## src/sv/ucv_cdiv.sv

```systemverilog
// ============================================================================
// ucv_cdiv - pipelined long division by a constant
// Splits the dividend into chunks, most significant first; each chunk takes
// one multiply stage (reciprocal quotient digit) and one subtract stage
// (new remainder). Elastic valid/ready stages with a sideband that rides along.
// ============================================================================
module ucv_cdiv #(
  parameter int DW      = 64,
  parameter int CHUNK   = 16,
  parameter int DIVISOR = 675,
  parameter int DL      = 10,
  parameter int SW      = 7
) (
  input  logic          clk,
  input  logic          rst,
  input  logic          in_valid,
  output logic          in_ready,
  input  logic [DW-1:0] dividend,
  input  logic [SW-1:0] in_side,
  output logic          out_valid,
  input  logic          out_ready,
  output logic [DW-1:0] quotient,
  output logic [DL-1:0] remainder,
  output logic [SW-1:0] out_side
);

  localparam int CHUNKS = DW / CHUNK;
  localparam int N      = CHUNK + DL;
  localparam longint unsigned RECIP_L =
    ((64'd1 << (N + DL)) + 64'(DIVISOR) - 64'd1) / 64'(DIVISOR);
  localparam logic [N:0]    RECIP = (N + 1)'(RECIP_L);
  localparam logic [DL-1:0] DIV_V = DL'(DIVISOR);

  // Multiply stages
  logic              p_v  [CHUNKS];
  logic [DW-1:0]     p_dd [CHUNKS];
  logic [DW-1:0]     p_qt [CHUNKS];
  logic [N-1:0]      p_nn [CHUNKS];
  logic [CHUNK-1:0]  p_qd [CHUNKS];
  logic [SW-1:0]     p_sb [CHUNKS];
  // Subtract stages
  logic              r_v  [CHUNKS];
  logic [DW-1:0]     r_dd [CHUNKS];
  logic [DW-1:0]     r_qt [CHUNKS];
  logic [DL-1:0]     r_rm [CHUNKS];
  logic [SW-1:0]     r_sb [CHUNKS];

  logic [CHUNKS-1:0] p_en;
  logic [CHUNKS-1:0] r_en;

  for (genvar j = 0; j < CHUNKS; j++) begin : g_chunk
    logic          src_v;
    logic [DW-1:0] src_dd;
    logic [DW-1:0] src_qt;
    logic [DL-1:0] src_rm;
    logic [SW-1:0] src_sb;
    logic          down_en;
    logic [N-1:0]  n_cur;
    logic [2*N:0]  prod;
    logic [N-1:0]  sub;
    logic [DW-1:0] qt_upd;

    if (j == 0) begin : g_first
      assign src_v  = in_valid;
      assign src_dd = dividend;
      assign src_qt = '0;
      assign src_rm = '0;
      assign src_sb = in_side;
    end else begin : g_next
      assign src_v  = r_v[j-1];
      assign src_dd = r_dd[j-1];
      assign src_qt = r_qt[j-1];
      assign src_rm = r_rm[j-1];
      assign src_sb = r_sb[j-1];
    end

    if (j == CHUNKS - 1) begin : g_last
      assign down_en = out_ready;
    end else begin : g_mid
      assign down_en = p_en[j+1];
    end

    assign p_en[j] = !p_v[j] || r_en[j];
    assign r_en[j] = !r_v[j] || down_en;

    // Partial dividend: remainder so far followed by the next chunk
    assign n_cur = {src_rm, src_dd[DW-1-j*CHUNK -: CHUNK]};
    assign prod  = n_cur * RECIP;

    always_ff @(posedge clk) begin
      if (rst) begin
        p_v[j] <= 1'b0;
      end else if (p_en[j]) begin
        p_v[j] <= src_v;
      end
    end

    always_ff @(posedge clk) begin
      if (p_en[j]) begin
        p_dd[j] <= src_dd;
        p_qt[j] <= src_qt;
        p_nn[j] <= n_cur;
        p_qd[j] <= prod[N+DL +: CHUNK];
        p_sb[j] <= src_sb;
      end
    end

    assign sub = p_nn[j] - (N'(p_qd[j]) * N'(DIV_V));

    always_comb begin
      qt_upd = p_qt[j];
      qt_upd[DW-1-j*CHUNK -: CHUNK] = p_qd[j];
    end

    always_ff @(posedge clk) begin
      if (rst) begin
        r_v[j] <= 1'b0;
      end else if (r_en[j]) begin
        r_v[j] <= p_v[j];
      end
    end

    always_ff @(posedge clk) begin
      if (r_en[j]) begin
        r_dd[j] <= p_dd[j];
        r_qt[j] <= qt_upd;
        r_rm[j] <= sub[DL-1:0];
        r_sb[j] <= p_sb[j];
      end
    end
  end

  assign in_ready  = p_en[0];
  assign out_valid = r_v[CHUNKS-1];
  assign quotient  = r_qt[CHUNKS-1];
  assign remainder = r_rm[CHUNKS-1];
  assign out_side  = r_sb[CHUNKS-1];

endmodule
```

## config.mk

```make
export PLATFORM = sky130hd
export DESIGN_NAME = ucv_cdiv
export DESIGN_NICKNAME = d
export VERILOG_FILES = /design/src/sv/ucv_cdiv.sv
export SDC_FILE = /design/constraint.sdc
export NUM_CORES = 2
export LEC_CHECK = 0
export ABC_CLOCK_PERIOD_IN_PS = 7650
export BUFFER_PORTS_ARGS = -buffer_cell sky130_fd_sc_hd__buf_2
export CAP_MARGIN = 25
export CORE_ASPECT_RATIO = 0.5
export CORE_MARGIN = 10
export CORE_UTILIZATION = 45
export CTS_BUF_LIST = sky130_fd_sc_hd__clkbuf_8
export CTS_CLUSTER_DIAMETER = 150
export DETAILED_ROUTE_END_ITERATION = 8
export GPL_TIMING_DRIVEN = 0
export SETUP_SLACK_MARGIN = 0.15
export SLEW_MARGIN = 25
export SYNTH_ARGS = -nofsm -noshare
export SYNTH_HDL_FRONTEND = slang
export SYNTH_SLANG_ARGS = --single-unit
```

## constraint.sdc

```tcl
create_clock -name clk -period 7.65 [get_ports clk]
set_input_delay 1.53 -clock clk [delete_from_list [all_inputs] [get_ports clk]]
set_output_delay 1.53 -clock clk [all_outputs]
set_load 0.05 [all_outputs]
```

Word-level counts from Yosys, hierarchy flattened --
Memories as Yosys holds them, arrays and structs flattened. Cells that the tools add are included.
Cells by class: $add $sub $neg 4, multipliers 8, div/mod/pow operators 0, order comparisons 0, eq/ne operators 0, shifts and indexed selects 0, mux-type cells 42, bitwise operators 8, reduce and logical (&&, ||, !) cells 16
Operators with widths (count):
- $mul 26x27->52 const B | 3
- $mul 16x10->10 const B | 4
- $mul 16x27->43 const B | 1
- $mux 1 | 42
- $sub 10x10->10 | 4
- $logic_not 1->1 | 8
- $logic_or 1x1->1 | 8
- $or 1x1->1 | 8
Word-level totals: register bits 0, bits in latches 0, memory bits (writable) 1296, bits in read-only memories 0, output and inout bits 83, word-level logic and storage cells 89, memories 11
Memories:
- p_dd | depth 4, bits a word 64, rd ports 4, clocked after memory_dff 0, write ports 4, line 36 | logic [DW-1:0] p_dd [CHUNKS];
- p_qt | depth 4, bits a word 64, rd ports 4, clocked after memory_dff 0, write ports 4, line 37 | logic [DW-1:0] p_qt [CHUNKS];
- r_dd | depth 4, bits a word 64, rd ports 3, clocked after memory_dff 0, write ports 4, line 43 | logic [DW-1:0] r_dd [CHUNKS];
- r_qt | depth 4, bits a word 64, rd ports 4, clocked after memory_dff 0, write ports 4, line 44 | logic [DW-1:0] r_qt [CHUNKS];
- p_nn | depth 4, bits a word 26, rd ports 4, clocked after memory_dff 0, write ports 4, line 38 | logic [N-1:0] p_nn [CHUNKS];
- p_qd | depth 4, bits a word 16, rd ports 4, clocked after memory_dff 0, write ports 4, line 39 | logic [CHUNK-1:0] p_qd [CHUNKS];
- +5 memories

Longest topological paths before layout --
An unclocked memory read counts as a cell.
depth after elaboration 14, mapped depth 25, depth with buffers taken out 25

Worst setup path after synthesis --
OpenSTA, ideal clock, no wires.
path kind input port to flip-flop, from in dividend[61], to mem p_qd[0][5] (data pin), library setup time 258 ps, arrival 6173 ps, data required time 7392 ps, setup slack 1219 ps, stages 19, cells stage by stage fa_1 -> inv_1 -> fa_1 -> inv_1 -> fa_1 -> inv_1 -> fa_1 -> inv_1 -> fa_1 -> fa_1 -> ha_1 -> nand2_1 -> nor4b_1 -> o211ai_1 -> a311oi_1 -> o21ai_2 -> o221ai_2 -> a21oi_1 -> xnor2_1
RTL lines:
- start, declared | line 18 | input logic [DW-1:0] dividend,
- end, declared | line 39

==> metrics.md <==
| Metric | Value |
|---|---|
| Status | finished, violations left |
| Failing checks | design-rule violations |
| Slew HR | 0.384 |
| Tcrit/Tclk final | 0.929 |
| Vias | between 30000 and 40000 |
| Worst slew pin tran | around 0.9 ns |
| Synth cell types | 70 |
| DRC violations left | 1 |
| Via density | ~4.8 |
| GR Overflow Total | 0 |
| Initial Util | 0.455 |
| Peak Freq | ~140 MHz |
| Skew-Pair Late Insertion Delay | 0.76 ns |
| Post-route ant nets | 0 |
| Hold Crit Class | reg -> reg |
| Synth Flop Type | edfxtp_1 |
| Arr. time, crit path | between 7 and 8 ns |
| Final hold violation count | 0 |
| Overall routed net length | approximately 120 mm |
| CP Data Required Time | approximately 8 ns |
| Register Area | around 18000 um^2 |
| Boundary Pins | roughly 160 |
| Die height | 270 um |
| Worst Path Max Fanout | 12 |
| RD Place Congestion | around 0.90 |
| GRT Resource Usage Total | 0.169 |
| Fraction of layout cells with a size suffix above 1 | 0.0713 |
| Final worst setup slack | between 0.5 and 0.6 ns |
| Flops & latches, synth | between 500 and 600 |
| Post-Syn Instances | roughly 4500 |
| Port Buffers | roughly 150 |
| Post-synth EDFFs | 584 |
| Vias in the first global route | 35300 |
| First-pass GRT wire length | between 150 and 200 mm |
| Syn-to-layout area delta | 9.16% |
| Postcts setup bufs | 3 |
| Crit path time final | 7.11 ns |
| Post-Syn Area | approximately 56000 um^2 |
| CTS Sinks | 584 |
| Number of antenna violations at the first check in global routing | 5 |
| # rows | between 90 and 100 |
| Setup WS pre-CTS | 0.114 ns |
| YS warnings | 0 |
| DRT iter0 DRCs | ~1400 |
| Area of the multi-input gates | 34000 um^2 |
| Final #Nets | ~6800 |
| Largest net degree at the start of global routing | 50 |
| Max_cap viols | 0 |
| Fillers | 10900 |
| Clock skew after layout | 0.0337 ns |
| Most frequent cells in the layout | 1301 x inv_1, 1174 x ha_1, 707 x fa_1, 584 x edfxtp_1, 148 x buf_2 |
| Max-slew violations | 0 |
| Final setup viols | 0 |
| CTS tree | done |
| Worst-path clk slew | 0.06 ns |
| Seq/Total Area, Yosys | 0.311 |
| Clk buf depth | 3 |
| Post-DP HPWL | 94.9 mm |
| Inserted Clock Buffers | 91 |
| Pre-antenna DRT Iters | 9 |
| Avg WL per Cell | between 15 and 20 um |
| Crit. End Element | flip-flop |
| Avg Inst Size Synth | about 12 um^2 |
| Die Area | around 140000 um^2 |
| Die Wd | around 520 um |
| CTS H-tree lvls | 3 |
| Critical Path Source Type | flip-flop |
| CTS root buffer | clkbuf_8 |
| Core Area | between 100000 and 150000 um^2 |
| Setup CP Type | reg -> reg |
| CTS resizes | 0 |
| Hold buffers post-CTS | 0 |
| Ys async rst share | 0 |
| Leading cell type in the layout, fill and taps excluded | inv_1 |
| RSZ-0062 raised after global routing | false |
==> cell usage after synthesis, types with 6 or more instances <==
cell type,number,area share
and4_1,8,0.0012
a211oi_1,12,0.0016
o211ai_1,10,0.0013
inv_1,1281,0.085
a21o_1,51,0.0068
buf_4,9,0.0012
xnor2_1,98,0.015
nand2_1,78,0.0052
o21ai_0,43,0.0038
xor2_1,43,0.0067
fa_1,707,0.25
nand4_1,22,0.0024
and2_1,6,0.00067
nand3_1,23,0.0020
o21a_1,14,0.0019
nor3_1,22,0.0020
nor2b_1,15,0.0017
a21oi_1,123,0.011
edfxtp_1,584,0.31
nand2b_1,13,0.0014
ha_1,1174,0.26
or2_2,6,0.00067
a31oi_1,11,0.0012
o21bai_1,20,0.0027
o21ai_1,17,0.0015
nor2_1,51,0.0034
and3_1,10,0.0011
==> sequential cells by signal, indices dropped and copies added (netlist names) <==
| register | cells |
|---|---|
| p_dd | 126 |
| r_qt | 124 |
| r_dd | 96 |
| p_qt | 69 |
| p_qd | 55 |
| r_rm | 40 |
| p_sb | 28 |
| r_sb | 28 |
| p_nn | 10 |
| p_v | 4 |
| r_v | 4 |
==> worst paths after layout <==
kind / start / endpoint / slack [ns] / depth (start not counted)
setup / recovery: r_dd[2][10] / p_qd[3][14] / 0.54 / 20
hold / removal: r_dd[1][5] / p_dd[2][5] / 0.40 / 0
setup reg to reg: r_dd[2][10] / p_qd[3][14] / 0.54 / 20
hold reg to reg: r_dd[1][5] / p_dd[2][5] / 0.40 / 0
==> logic make-up after synthesis <==
logic type,count (synthesis),share of synthesized area
AOI/OAI and AO/OA,355,0.0420
xor gates and xnor gates,141,0.0219
DFF,584,0.311
muxes,2,0.000355
and+or+nand+nor,281,0.0256
other,1,0.0000666
buffers and inverters,1294,0.0868
adders and majority gates,1881,0.512
==> per-layer routing <==
metal,vias to the layer above,wire (um),global-route usage
li1,15300,-,-
met1,15900,50200,0.214
met2,480,58500,0.301
met3,176,4140,0.0257
met4,0,2650,0.0435
met5,-,0,0
==> final cells by class <==
type | instances | share of cell area
repair buffers | 184 | 0.0194
flip-flops and latches | 584 | 0.285
inverters | 1281 | 0.0783
plain buffers | 13 | 0.00134
diodes | 4 | 0.000163
clock inverters | 70 | 0.00869
multi-input cells | 2669 | 0.552
clock buffers | 91 | 0.0204
well taps | 1674 | 0.0341
==> worst max-delay path, cell delays in order (launching register included) <==
cell       delay, ns
edfxtp_1        0.89
ha_1            0.41
fa_1            0.45
inv_1           0.08
fa_1            0.43
fa_1            0.51
inv_1           0.05
fa_1            0.45
fa_1            0.52
inv_1           0.05
fa_1            0.47
inv_1           0.04
ha_1            0.31
and3_1          0.24
nand4_1         0.23
a211o_1         0.35
a2111oi_2       0.66
nor3b_2         0.18
o21ai_1         0.26
a31oi_1         0.15
xnor2_1         0.14
==> metrics by stage <==
step                      TNS (ns)  cell area [um^2]  hold WS [ns]  std cells   util
after floorplan                  0             56400         0.400       4547      -
after global placement       -9.59             59200         0.400       6369  0.478
after detailed placement         0             59500         0.405       6384  0.481
after CTS                        0             61300         0.406       6548  0.496
after global routing             0             61500         0.401       6570  0.497
final                            0             61500         0.404       6570  0.497
Power is left out: the tool's default activity adds up to more than one toggle a clock period on the data nets, which glitch-free logic cannot reach.
